## config.mk

```make
export PLATFORM = sky130hd
export DESIGN_NAME = lc3_control
export DESIGN_NICKNAME = d
export VERILOG_FILES = /design/src/hdl/lc3_pkg.sv /design/src/hdl/lc3_control.sv
export SDC_FILE = /design/constraint.sdc
export NUM_CORES = 1
export LEC_CHECK = 0
export BUFFER_PORTS_ARGS = -buffer_cell sky130_fd_sc_hd__clkbuf_2
export CELL_PAD_IN_SITES_DETAIL_PLACEMENT = 1
export CELL_PAD_IN_SITES_GLOBAL_PLACEMENT = 1
export CORE_MARGIN = 2
export CORE_UTILIZATION = 38
export CTS_CLUSTER_DIAMETER = 80
export CTS_CLUSTER_SIZE = 25
export DETAILED_ROUTE_END_ITERATION = 8
export PLACE_DENSITY = 0.84
export SLEW_MARGIN = 5
export SYNTH_ARGS = -nofsm -noshare
export SYNTH_HDL_FRONTEND = slang
export SYNTH_SLANG_ARGS = --single-unit
```

## constraint.sdc

```tcl
create_clock -name clk -period 3.2 [get_ports clk]
set_clock_uncertainty 0.15 [all_clocks]
set_input_delay 0.48 -clock clk [delete_from_list [all_inputs] [get_ports clk]]
set_output_delay 0.48 -clock clk [all_outputs]
set_load 0.03 [all_outputs]
```

## src/hdl/lc3_pkg.sv

```systemverilog
// ----------------------------------------------------------------------------
// lc3_pkg
// Shared constants, opcodes and controller/datapath interface types.
// ----------------------------------------------------------------------------
package lc3_pkg;

  localparam int MEM_DEPTH = 65536;
  localparam int AW = $clog2(MEM_DEPTH);

  localparam logic [1:0] CMD_WRITE   = 2'd0;
  localparam logic [1:0] CMD_START   = 2'd1;
  localparam logic [1:0] CMD_STEP    = 2'd2;
  localparam logic [1:0] CMD_INSPECT = 2'd3;

  localparam logic [3:0] OP_BR   = 4'd0;
  localparam logic [3:0] OP_ADD  = 4'd1;
  localparam logic [3:0] OP_LD   = 4'd2;
  localparam logic [3:0] OP_ST   = 4'd3;
  localparam logic [3:0] OP_JSR  = 4'd4;
  localparam logic [3:0] OP_AND  = 4'd5;
  localparam logic [3:0] OP_LDR  = 4'd6;
  localparam logic [3:0] OP_STR  = 4'd7;
  localparam logic [3:0] OP_NOT  = 4'd9;
  localparam logic [3:0] OP_LDI  = 4'd10;
  localparam logic [3:0] OP_STI  = 4'd11;
  localparam logic [3:0] OP_JMP  = 4'd12;
  localparam logic [3:0] OP_LEA  = 4'd14;
  localparam logic [3:0] OP_TRAP = 4'd15;

  localparam logic [11:0] TRAP_GETC = 12'h020;
  localparam logic [11:0] TRAP_OUT  = 12'h021;
  localparam logic [11:0] TRAP_HALT = 12'h025;
  localparam logic [15:0] IR_HALT   = 16'hF025;

  // memory address sources
  localparam logic [1:0] MA_PC   = 2'd0;
  localparam logic [1:0] MA_EA   = 2'd1;
  localparam logic [1:0] MA_MDR  = 2'd2;
  localparam logic [1:0] MA_CLR  = 2'd3;

  typedef struct packed {
    logic       clr_write;
    logic       host_write;
    logic       start;
    logic       fetch_rd;
    logic       load_ir;
    logic       latch_in;
    logic [1:0] mem_addr_sel;
    logic       exec;
    logic       load_mdr;
    logic       store;
    logic       finish_load;
    logic       load_out;
  } ctrl_t;

  typedef struct packed {
    logic [3:0] opcode;
    logic       run;
  } status_t;

endpackage

```

## src/hdl/lc3_control.sv

```systemverilog
// ----------------------------------------------------------------------------
// lc3_control
// Sequencer: memory clear, command decode and instruction phases.
// ----------------------------------------------------------------------------
module lc3_control (
  input  logic                   clk,
  input  logic                   rst,
  input  logic                   in_valid,
  output logic                   in_ready,
  input  logic [1:0]             command,
  output logic                   out_valid,
  input  logic                   out_ready,
  input  lc3_pkg::status_t       status,
  output lc3_pkg::ctrl_t         ctrl,
  output logic [lc3_pkg::AW-1:0] clr_addr
);
  import lc3_pkg::*;

  localparam logic [3:0] S_CLEAR = 4'd0;
  localparam logic [3:0] S_IDLE  = 4'd1;
  localparam logic [3:0] S_FETCH = 4'd2;
  localparam logic [3:0] S_DEC   = 4'd3;
  localparam logic [3:0] S_EXEC  = 4'd4;
  localparam logic [3:0] S_MEM1  = 4'd5;
  localparam logic [3:0] S_IND   = 4'd6;
  localparam logic [3:0] S_MEM2  = 4'd7;
  localparam logic [3:0] S_DONE  = 4'd8;
  localparam logic [3:0] S_OUT   = 4'd9;

  logic [3:0] state, state_next;
  logic [AW-1:0] clr_next;
  logic [3:0] op;
  logic accept;

  assign op = status.opcode;
  assign in_ready = (state == S_IDLE);
  assign accept = in_valid && in_ready;

  always_comb begin
    state_next = state;
    clr_next = clr_addr;
    ctrl = '0;
    ctrl.mem_addr_sel = MA_PC;
    case (state)
      S_CLEAR: begin
        ctrl.clr_write = 1'b1;
        ctrl.mem_addr_sel = MA_CLR;
        clr_next = clr_addr + 1'b1;
        if (clr_addr == AW'(MEM_DEPTH - 1)) state_next = S_IDLE;
      end
      S_IDLE: if (accept) begin
        ctrl.latch_in = 1'b1;
        case (command)
          CMD_WRITE: begin
            ctrl.host_write = 1'b1;
            state_next = S_DONE;
          end
          CMD_START: begin
            ctrl.start = 1'b1;
            state_next = S_DONE;
          end
          CMD_STEP: begin
            if (status.run) begin
              ctrl.fetch_rd = 1'b1;
              state_next = S_FETCH;
            end else state_next = S_DONE;
          end
          default: state_next = S_DONE;
        endcase
      end
      S_FETCH: begin
        ctrl.load_ir = 1'b1;
        state_next = S_EXEC;
      end
      S_EXEC: begin
        ctrl.exec = 1'b1;
        case (op)
          OP_LD, OP_LDR, OP_LDI, OP_ST, OP_STR, OP_STI: state_next = S_DEC;
          default: state_next = S_DONE;
        endcase
      end
      S_DEC: begin
        ctrl.mem_addr_sel = MA_EA;
        case (op)
          OP_ST, OP_STR: begin
            ctrl.store = 1'b1;
            state_next = S_DONE;
          end
          OP_LD, OP_LDR: state_next = S_MEM1;
          default: state_next = S_IND;
        endcase
      end
      S_MEM1: begin
        ctrl.finish_load = 1'b1;
        state_next = S_DONE;
      end
      S_IND: begin
        ctrl.load_mdr = 1'b1;
        state_next = S_MEM2;
      end
      S_MEM2: begin
        ctrl.mem_addr_sel = MA_MDR;
        if (op == OP_STI) begin
          ctrl.store = 1'b1;
          state_next = S_DONE;
        end else state_next = S_MEM1;
      end
      S_DONE: begin
        ctrl.load_out = 1'b1;
        state_next = S_OUT;
      end
      S_OUT: if (out_ready) state_next = S_IDLE;
      default: state_next = S_IDLE;
    endcase
  end

  assign out_valid = (state == S_OUT);

  always_ff @(posedge clk) begin
    if (rst) begin
      state <= S_CLEAR;
      clr_addr <= '0;
    end else begin
      state <= state_next;
      clr_addr <= clr_next;
    end
  end

  a_no_accept_in_clear: assert property (@(posedge clk) disable iff (rst)
    (state == S_CLEAR) |-> !in_ready) else $error("input taken during clear");
  a_out_after_done: assert property (@(posedge clk) disable iff (rst)
    (state == S_DONE) |=> out_valid) else $error("result not presented");
  a_single_write: assert property (@(posedge clk) disable iff (rst)
    $countones({ctrl.clr_write, ctrl.host_write, ctrl.store}) <= 1)
    else $error("memory write conflict");
  a_out_hold: assert property (@(posedge clk) disable iff (rst)
    (out_valid && !out_ready) |=> out_valid) else $error("result dropped");

endmodule

```

==> results of run 1 <==
area by class of cell:
cell class              count  area, um^2  area share
flip-flops and latches     20         400       0.273
clock buffers               3        22.5      0.0153
repair buffers             41         205       0.140
multi-input cells         119         767       0.522
inverters                   5        18.8      0.0128
well taps                  44        55.1      0.0375
through the flow:
step | total power [mW] | util
after floorplan | 0.285 | -
after global placement | 0.300 | 0.470
after detailed placement | 0.302 | 0.470
after CTS | 0.417 | 0.477
after global routing | 0.429 | 0.477
final | 0.413 | 0.477
worst max-delay path: cells and delay by family (launching register included):
| family | cells | cell delay, ns |
|---|---|---|
| flip-flops | 1 | 0.73 |
| AND/OR/NAND/NOR | 4 | 0.75 |
| buffers and inverters | 1 | 0.24 |
logic make-up (layout without fill, tap and decap cells):
family / Yosys count / in the layout
AO/OA/AOI/OAI: 25 / 25
adder cells (fa/ha/maj): 1 / 1
XOR/XNOR: 12 / 12
buffers and inverters: 14 / 49
AND/OR/NAND/NOR: 80 / 80
flip-flops: 20 / 20
multiplexers: 1 / 1
cell usage in the layout (no fill, tap or decap), drive strengths merged, types with 2 or more instances in the layout:
| master | count |
|---|---|
| clkbuf | 44 |
| nor4 | 3 |
| nand3 | 7 |
| dfxtp | 20 |
| and4 | 2 |
| nor3 | 10 |
| or4 | 2 |
| nor2 | 23 |
| nand2 | 12 |
| and3b | 2 |
| xnor2 | 7 |
| or3 | 4 |
| nand4 | 6 |
| a21oi | 6 |
| nand2b | 2 |
| inv | 5 |
| a2111oi | 2 |
| xor2 | 5 |
| nand3b | 2 |
| o21bai | 2 |
| o21ai | 6 |
path summary, 6_finish.rpt:
kind | from | to | slack [ns] | depth (start not counted)
max | state[0] | ctrl[10] | 0.56 | 5
min | clr_addr[13] | clr_addr[13] | 0.41 | 2
min reg2reg | clr_addr[13] | clr_addr[13] | 0.41 | 2
max reg2reg | state[0] | state[3] | 0.95 | 5
Yosys cell counts (2+ instances only):
cell       n
nor2_1    23
dfxtp_1   20
nand2_1   12
nor3_1     8
nand3_1    7
xnor2_1    7
a21oi_1    6
o21ai_0    6
inv_1      5
xor2_1     5
clkbuf_1   4
nand4_1    4
or3_1      4
and4_1     2
buf_2      2
nand2b_1   2
nand3b_1   2
nor3_2     2
nor4_1     2
o21bai_1   2
sequential cells by signal, summed over array words and instances, names as in the netlist:
register / count
state: 4
clr_addr: 16
power groups by stage:
stage	Clock [mW]	Combinational (mW)	Sequential, mW
4_1_cts	0.120	0.0379	0.258
3_5_place_dp	0	0.0378	0.264
6_report	0.117	0.0373	0.258
3_3_place_gp	0	0.0359	0.264
5_1_grt	0.128	0.0417	0.259
2_1_floorplan	0	0.0148	0.270
per-layer routing:
layer	vias up	part of all wire
met5	-	0
met4	0	0.0027
met3	2	0.040
met2	28	0.51
met1	581	0.45
li1	619	-
==> out/results.txt, run 1 <==
The run finished with clean final reports. The share of power burned in registers was 0.626. The run gives 2.01 ns as the arrival time at the worst endpoint. After synthesis, the cell types taking the most area are dfxtp_1, nor2_1, xnor2_1, nand2_1, xor2_1.

The post-synthesis share of cell area spent on full adders, half adders and majority gates works out to 0.0101. The number of instances in the placed design was 229; the switching power was 0.102 mW. The logs give 0.0448 for the met3 track demand over resource in global routing and 0 for the final routed DRC violation total. The number of global-route vias before repair came out at 1129.

The critical path in this run is classified as reg2out. TritonCTS built the clock tree. Relative to the synthesized area, the layout overhead comes to 19.1%.

Leakage power: 0.590 nW. After detailed routing, the total wire length is 3280 um. The worst path setup slack after routing was 0.559 ns; the global routing usage on met1 was 0.257.

The total standard cell area after synthesis was 1230 um^2; the post-cts gate resize count was 0. The multiplexer fraction of the synthesized cell area is 0.00811, and the initial detailed-routing violation count is 44. Max-cap violations in this run came to 0. The cell type with the largest total area after synthesis was dfxtp_1.

The width of the chip is 61.0 um. The logs give 0.325 for the proportion of synthesized chip area in sequential cells and 20 for the number of standard-cell rows in the floorplan. The tools report the worst slew margin relative to its limit as 0.572. Count of final hold-check violations: 0. Dividing the synthesized area by the synthesized cell count gives 8.06 um^2. The element type at the critical path start was a register. The final critical path time including I/O delays and setup works out to 2.64 ns.

The post-synthesis compound-gate area fraction is 0.142, and the later-pin clock latency in the skew report is 0.30 ns. The pin count of the biggest net entering global routing was 21. The layer flagged by global routing as most heavily used is met2. The post-DP HPWL is 2520 um, and the internal power contribution is 0.310 mW.

For the number of buffers created by CTS, the log shows 3. The filler-free cell count of the finished design is 232. The slew at the pin closest to its max-slew limit was 0.636 ns; the logic gate share of total power was 0.090. The aggregate global-route resource usage is 0.189, and the buffer count from post-CTS setup fixing is 0. Setup repair after global routing left no endpoint under its margin.

The synthesized design contains 0 enable-type register cells. The met2 capacity usage during global routing came out at 0.307. The post-synthesis net count is 165, and the y dimension of the die is 61.0 um.

The final net count is 202, and the delay contributed by the slowest stage of the critical path is 0.73 ns. Maximum clock insertion buffer count: 2. Port buffering added 41 buffers. The first global-routing pass estimated 5260 um of wire.

The die covers 3720 um^2. The tools report the number of H-tree levels as 1. The synthesized-area fraction occupied by xor and xnor cells was 0.0852; the worst supply voltage drop on vdd was 251 uV.

The tools report the distinct cell type count after synthesis as 48. The cell area after placement was 1450 um^2; the clock transition at the register clock pins on the worst setup and hold paths after CTS was 0.10 ns. On the final layout, the worst hold slack is 0.414 ns. The fraction of layout instances using a drive strength above 1 works out to 0.287. Average wire length per cell after detail routing: 14.2 um. For this design, the sink count on the clock tree is 20. The share of the clock period used by the worst path after layout is 0.825. The clock network power share is 0.283.

The basic-gate share of the synthesized area counting and, or, nand and nor cells is 0.376, and the final antenna-violating net count is 0. The cell area after layout came out at 1470 um^2. In this run the worst path has a maximum fanout of 18. After technology mapping, the gate count stands at 153. For this design, the CTS-stage hold fixing added 0 buffers.

Global routing finished with a remaining overflow of 0. For the worst setup path, the data required time is 2.57 ns. The number of antenna diodes in the final layout is 0. After detailed routing, the number of vias per cell comes to 5.30. Setup violations remaining at the end of the flow were counted as 0. For the number of pins exceeding their max-slew limit in the final report, the log shows 0. Synthesis inferred 20 register bits. The clock root buffer master is clkbuf_4. The area share of the leading cell type in the synthesized netlist came out at 0.325.

For this run, the leading register cell type out of synthesis is dfxtp_1. The initial antenna violation count is 0. The slowest stage of the critical path belongs to the cell dfxtp_1. In this run the count of I/O pins placed on the die edge is 42. The floorplan core area came out at 3080 um^2. The element type at the critical path end was an output port.

The detailed-router iteration count before antenna repair was 4. The routed layout has 1230 vias. The switching share of total power was 0.248; the maximum clock rate was 0.379 GHz.

The effective utilization at floorplan is 0.401, and the summed negative setup slack over all endpoints is 0 ns. The main combinational cell family by area after synthesis was simple AND/OR/NAND/NOR gates. For the pre-CTS setup slack, the log shows 0.902 ns. For the final weighted congestion in routability-driven placement, the log shows 0.787.

During synthesis, Yosys emitted a total of 0 warnings. The critical path goes through nand2b_1 -> nor2_1 -> nand2_1 -> nor3b_1 -> clkbuf_2. The min-delay analysis places its worst path in the category reg2reg. The power density over the cells came out at 281 nW/um^2.

The fraction of registers with async set or reset after synthesis is 0. The number of filler cells placed in the layout is 402.
Note: power is estimated with default switching activity, not from simulation.
==> run 2: changes to the inputs <==
Settings changed: CORE_UTILIZATION 38 to 32, PLACE_DENSITY 0.84 to 0.75.
Clock period 3.2 ns to 2.26 ns, I/O delays scaled along.
==> run 2 against run 1 <==
Critical path depth unchanged. Largest cell class unchanged. Largest power group is now clock. Worst setup slack got worse by 0.44 ns. Final cell count increased by 4.7%. Die area increased by 17%. Register-to-register slack got worse by 0.73 ns. Critical endpoint unchanged. Core utilization decreased by 4.8 points. Non-clock buffer count increased by 6. Sequential share of layout area decreased by 2.0 points. Final area increased by 7.8%.
==> out/results.txt, run 2 (same netlist as run 1, synthesis figures left out) <==
The run finished with clean final reports. After floorplanning, the core was sized to cover 3690 um^2. Once detailed placement completed, the half-perimeter wirelength came to 2750 um. In this run the tool buffered the top-level ports with 41 buffer cells. Counting flops per register, the top entry is clr_addr. The max-cap violation count was 0. Broken down by cell family, the worst path's largest delay share belongs to simple AND/OR/NAND/NOR gates. The width of the chip was 66.1 um; the pre-CTS setup slack was 0.181 ns. TritonCTS built the clock tree. In the final routed layout, each cell accounts on average for 14.7 um.

Internal power comes to 0.614 mW. Data on the critical path is required at its endpoint by 1.77 ns. The routed layout has 1286 vias. The number of H-tree levels was 1. For the final routed database, the setup TNS stands at 0 ns.

The maximum clock insertion buffer count is 2, and the routed wire length is 3560 um. The clock transition at the register clock pins on the worst setup and hold paths after CTS is 0.08 ns. Before antenna repair, the detailed router went through 4 iterations. After global routing, the most crowded layer is met2. The worst slew margin relative to its limit was 0.657; the maximum clock rate was 0.467 GHz.

The top cell types in the final layout, fill and taps aside, are clkbuf_2, nor2_1, dfxtp_1. In the routed design, unresolved DRC markers number 0. The met3 track demand over resource in global routing came out at 0.0307. Final core utilization: 0.429.

The global routing usage on met1 is 0.233, and the number of buffers created by CTS is 3. The count of cells in the finished layout, fillers not included, comes to 243. The tools report the area enclosed by the die boundary as 4370 um^2. The final critical path time including I/O delays and setup is 2.14 ns, and the final net count is 208. The initial antenna violation count is 0.

The logs give 249 uV for the worst supply voltage drop on vdd and 20 for the clock sink total. The register with the most flip-flops in the layout has 16 of them. The share of the clock period used by the worst path after layout was 0.947; the pin count of the biggest net entering global routing was 21.

The aggregate global-route resource usage came out at 0.176. The library cell used most frequently in the layout, excluding fill and tap cells, is clkbuf_2. After layout, the worst setup slack is 0.120 ns.

Initial detailed-routing violation count: 75. The number of instances in the placed design is 239, and the leakage power is 0.648 nW. Dividing total power by cell area gives a power density of 498 nW/um^2. Startpoint-to-endpoint class of the critical path: reg2out. After detailed routing, the number of vias per cell comes to 5.29. Element type at the critical path end: an output port. The run gives 0.22 ns as the setup slack of the worst register-to-register path. The first global-routing pass estimated 6040 um of wire.

Routability-driven placement finished with a final weighted congestion of 0.787. The largest fanout on the critical path is 10. Setup repair after global routing left no endpoint under its margin. The share of power burned in registers was 0.464; the buffer count from post-CTS setup fixing was 0.

The worst hold path belongs to the class reg2reg. Walking the worst path, the cells encountered are or2_4 -> nor2_2 -> nand2_1 -> nor3b_2 -> clkbuf_2. The number of standard-cell rows in the floorplan came out at 22. For the arrival time at the worst endpoint, the log shows 1.65 ns. Count of final hold-check violations: 0.

The total buffers and inverters traversed by the critical path is 1. The later pin in the worst-skew pair is clocked with a latency of 0.27 ns. The switching power came out at 0.174 mW.

Pin placement for this block handled 42 I/O pins. Worst-path cell with the longest stage delay: dfxtp_1. The number of antenna cells inserted is 0, and the final antenna-violating net count is 0.

The met2 capacity usage during global routing was 0.283; the layout overhead on the synthesized area was 28.3%. The run gives 0.069 as the logic gate share of total power. Setup violations remaining at the end of the flow were counted as 0.

The fraction of layout instances using a drive strength above 1 is 0.333. In this design, the stage delay of the slowest critical-path cell is 0.42 ns. STA classifies the critical path startpoint as a register. Switching share of total power: 0.221. Summed over all layers, the global routing overflow is 0. Clock tree synthesis selected as its root buffer the cell clkbuf_8. The clock network power share is 0.467. The largest registers in the layout are clr_addr: 16 flops, state: 4 flops. The floorplan step set the die height to 66.1 um.

The number of global-route vias before repair was 1271; the cts-stage hold buffer count was 0. At the pin with the least slew margin, the transition time is 0.510 ns. On the final layout, the worst hold slack is 0.406 ns.

The number of pins exceeding their max-slew limit in the final report was 0. The effective utilization at floorplan came out at 0.334.
run 2: changes by cell type in the layout (fill, tap and decap cells not counted):
cell | before | now
buf_4 | 0 | 6
or2_4 | 0 | 1
nor2_2 | 0 | 1
clkbuf_8 | 0 | 3
clkbuf_4 | 3 | 0
nor2_1 | 23 | 22
nor3_1 | 8 | 7
nor3b_1 | 1 | 0
nor3_2 | 2 | 3
nor3b_2 | 0 | 1
bufinv_16 | 0 | 1
or2_0 | 1 | 0
run 2: area by class of cell:
| class | count | area [um^2] |
|---|---|---|
| fill | 472 | 2110 |
| multi-input combinational | 119 | 782 |
| sequential | 20 | 400 |
| timing repair buffer | 47 | 250 |
| tap | 48 | 60.1 |
| clock buffer | 3 | 41.3 |
| clock inverter | 1 | 30.0 |
| inverter | 5 | 18.8 |
run 2: layer usage:
metal,share of wire,up-vias
met3,0.050,7
met2,0.48,44
li1,-,629
met1,0.45,606
met5,0,-
met4,0.017,0
run 2: what timing repair did:
action | CTS | global route
gates resized for setup | 0 | 2
endpoints found under the hold margin | 0 | 0
endpoints found under the setup margin | 0 | 3
run 2: metrics by stage:
stage          power, mW  area, um^2
2_1_floorplan      0.404        1250
3_3_place_gp       0.425        1510
3_5_place_dp       0.428        1510
4_1_cts            0.798        1580
5_1_grt            0.818        1580
6_report           0.788        1580
run 2: final timing paths:
check	cells after the start	end	start
setup / recovery	5	ctrl[10]	state[3]
hold / removal	2	clr_addr[5]	clr_addr[5]
setup reg to reg	5	state[2]	clr_addr[0]
hold reg to reg	2	clr_addr[5]	clr_addr[5]
run 2: power groups by stage:
stage | clock network [mW] | registers, mW | logic, mW
floorplan | 0 | 0.383 | 0.0211
global placement | 0 | 0.373 | 0.0523
detailed placement | 0 | 0.374 | 0.0538
CTS | 0.379 | 0.366 | 0.0542
global route | 0.394 | 0.367 | 0.0580
finish | 0.368 | 0.366 | 0.0540
run 2: worst reg2reg max path, delay by kind of cell, from the launching register on:
kind,cells,cell delay (ns)
AND/OR/NAND/NOR,4,1.13
adder cells (fa/ha/maj),1,0.23
flip-flops,1,0.44
==> run 3: changes to the inputs <==
Settings changed: CORE_UTILIZATION 32 to 35, PLACE_DENSITY 0.75 to 0.78.
Clock period 2.26 ns to 2.23 ns, I/O delays scaled along.
==> run 3 against run 2 <==
Sequential share of layout area is 0.71 points higher. Via count fell by 1.7%. Worst hold slack got worse by 0.061 ns. Critical endpoint is now ctrl[6]. Largest power group is now registers. Highest routed layer unchanged.
==> out/results.txt, run 3 (same netlist as run 1, synthesis figures left out) <==
For the summed negative setup slack over all endpoints, the log shows 0 ns. The startpoint identified for the worst register-to-register timing path is clr_addr[1]. The final critical path time including I/O delays and setup is 2.12 ns.

For the pin count of the biggest net entering global routing, the log shows 21. Switching share of total power: 0.244. The power density over the cells is 411 nW/um^2. The run finished with clean final reports. The total overflow left after global routing is 0. The endpoint of the worst register-to-register path was state[3]. In the final design database the tool counted 208 nets. The tools report the number of H-tree levels as 1.

Setup violations remaining at the end of the flow were counted as 0. The core region is 3360 um^2. Clock tree synthesis inserted a total of 3 buffers.

The run gives 2680 um as the post-DP HPWL. The critical path ends at ctrl[6]. In the routed design, unresolved DRC markers number 0.

The run gives 0.582 as the share of power burned in registers. On the critical path, the stage with the largest delay is an instance of or3_1. The routed wire length is 3590 um.

The most common cell after layout, fill and taps aside was clkbuf_2. The run gives 0.346 as the met2 capacity usage during global routing. The width of the chip was 63.4 um; the number of pins exceeding their max-slew limit in the final report was 0. Setup repair after global routing left no endpoint under its margin. The largest single stage delay on the critical path is 0.38 ns. The fraction of layout instances using a drive strength above 1 was 0.354.

The count of nets left with antenna violations once routing finished came out at 0. Count of final hold-check violations: 0. The overall via count from detail_route came out at 1264. clr_addr holds more flip-flops than any other register. For this design the total switching power over the nets is 0.156 mW.

Largest fanout on the critical path: 13. CTS saw 20 sinks. The number of antenna cells inserted was 0. Slew at the pin closest to its max-slew limit: 0.485 ns. The tools report the element type at the critical path start as a register. The run gives 241 as the filler-free cell count of the finished design.

The worst slew margin relative to its limit came out at 0.674. For the later-pin clock latency in the skew report, the log shows 0.30 ns. The critical path launch point is state[2]. Y dimension of the die: 63.4 um.

The startpoint identified for the worst hold timing path is rst. TritonCTS built the clock tree. After global routing, the most crowded layer is met2. The kind of cell with the highest combined delay on the critical path is buffers and inverters. Across the VDD grid, the largest voltage drop is 255 uV.

Row generation in the floorplan step produced 21 rows. For this run, the detailed router's first-pass iteration total came to 4. The first global-routing pass estimated 5950 um of wire.

Post-CTS repair changed the size of 2 cells. During placement, the flow inserted port buffers numbering 41. The tools report the maximum clock insertion buffer count as 2.

The arrival time at the worst endpoint is 1.64 ns. Dividing the detail-routed wire length by the instance count gives 14.9 um. Average vias per placed instance: 5.24. Number of global-route vias before repair: 1316. The run gives 0.332 as the clock network power share.

The critical path crosses 4 cells after its start point. The global routing usage on met1 was 0.205. In the layout the commonest cells are clkbuf_2, nor2_1, dfxtp_1. The tool flagged a number of max-cap violations equal to 0. Routability-driven placement finished with a final weighted congestion of 0.753. Timing would allow up to 0.472 GHz. Data on the critical path is required at its endpoint by 1.75 ns. The logic gate share of total power was 0.085. The number of cells on the worst reg-to-reg path is 6. Cell internal power was estimated by the tool at 0.482 mW. Across all register-to-register paths, the minimum setup slack is 0.17 ns.

During I/O placement, the number of pins put on the boundary was 42. The register with the most flip-flops in the layout has 16 of them. The logs give 0 for the initial antenna violation count and 60 for the initial detailed-routing violation count.

The total buffers and inverters traversed by the critical path came out at 2. The min-delay analysis places its worst path in the category in2reg. The leakage power is 0.636 nW, and the clock transition at the register clock pins on the worst setup and hold paths after CTS is 0.11 ns. The worst setup path is captured at an output port. For the aggregate global-route resource usage, the log shows 0.183. In the final layout, the registers with the most flip-flops are clr_addr: 16 flops, state: 4 flops. The die covers 4020 um^2.

The layout overhead on the synthesized area works out to 26.0%. Walking the worst path, the cells encountered are buf_4 -> or3_1 -> a21oi_1 -> clkbuf_2. The share of the clock period used by the worst path after layout was 0.951; the cts-stage hold buffer count was 0. The number of instances in the placed design came out at 237. The worst setup path is of the reg2out kind. The buffer count from post-CTS setup fixing was 0. Clock root buffer master: clkbuf_4.

For the met3 track demand over resource in global routing, the log shows 0.0214. The effective utilization at floorplan was 0.367.
[run 3: worst min-delay path by stage]
stage	to	slack [ns]	cells after the start
floorplan	state[1]	0.26	1
detailed placement	clr_addr[13]	0.39	2
global placement	clr_addr[5]	0.37	2
CTS	clr_addr[13]	0.34	2
global route	clr_addr[7]	0.35	2
finish	clr_addr[13]	0.34	2
[run 3: area by class of cell]
cell class	count	area (um^2)
Fill cell	442	1810
Sequential cell	20	404
Clock buffer	4	36.3
Tap cell	46	57.6
Inverter	5	18.8
Multi-Input combinational cell	119	785
Timing Repair Buffer	47	253
[run 3: power groups by stage]
stage / Combinational, mW / Sequential, mW / Clock (mW)
final: 0.0545 / 0.372 / 0.212
after floorplan: 0.0214 / 0.388 / 0
after global placement: 0.0525 / 0.378 / 0
after global routing: 0.0600 / 0.373 / 0.232
after CTS: 0.0553 / 0.372 / 0.217
after detailed placement: 0.0548 / 0.380 / 0
[run 3: per-stage QoR]
| step | total power [mW] | util | hold WS (ns) | area [um^2] | worst slack [ns] |
|---|---|---|---|---|---|
| finish | 0.638 | 0.462 | 0.344 | 1550 | 0.110 |
| global route | 0.665 | 0.462 | 0.349 | 1550 | 0.0129 |
| CTS | 0.644 | 0.459 | 0.340 | 1550 | 0.0212 |
| detailed placement | 0.435 | 0.448 | 0.394 | 1510 | 0.144 |
| global placement | 0.431 | 0.448 | 0.373 | 1510 | 0.301 |
| floorplan | 0.409 | - | 0.262 | 1250 | 0.0459 |
[run 3: per-layer routing]
metal  up-vias  wire length [um]
li1        631                 -
met1       596              1520
met2        33              1880
met3         4               127
met4         0                55
met5         -                 0
[run 3: worst reg2reg max path: cells and delay by family, from the launching register on]
kind            cells  cell delay, ns
simple gates        2            0.68
compound gates      3            0.48
flops               1            0.44
fa+ha+maj           1            0.23
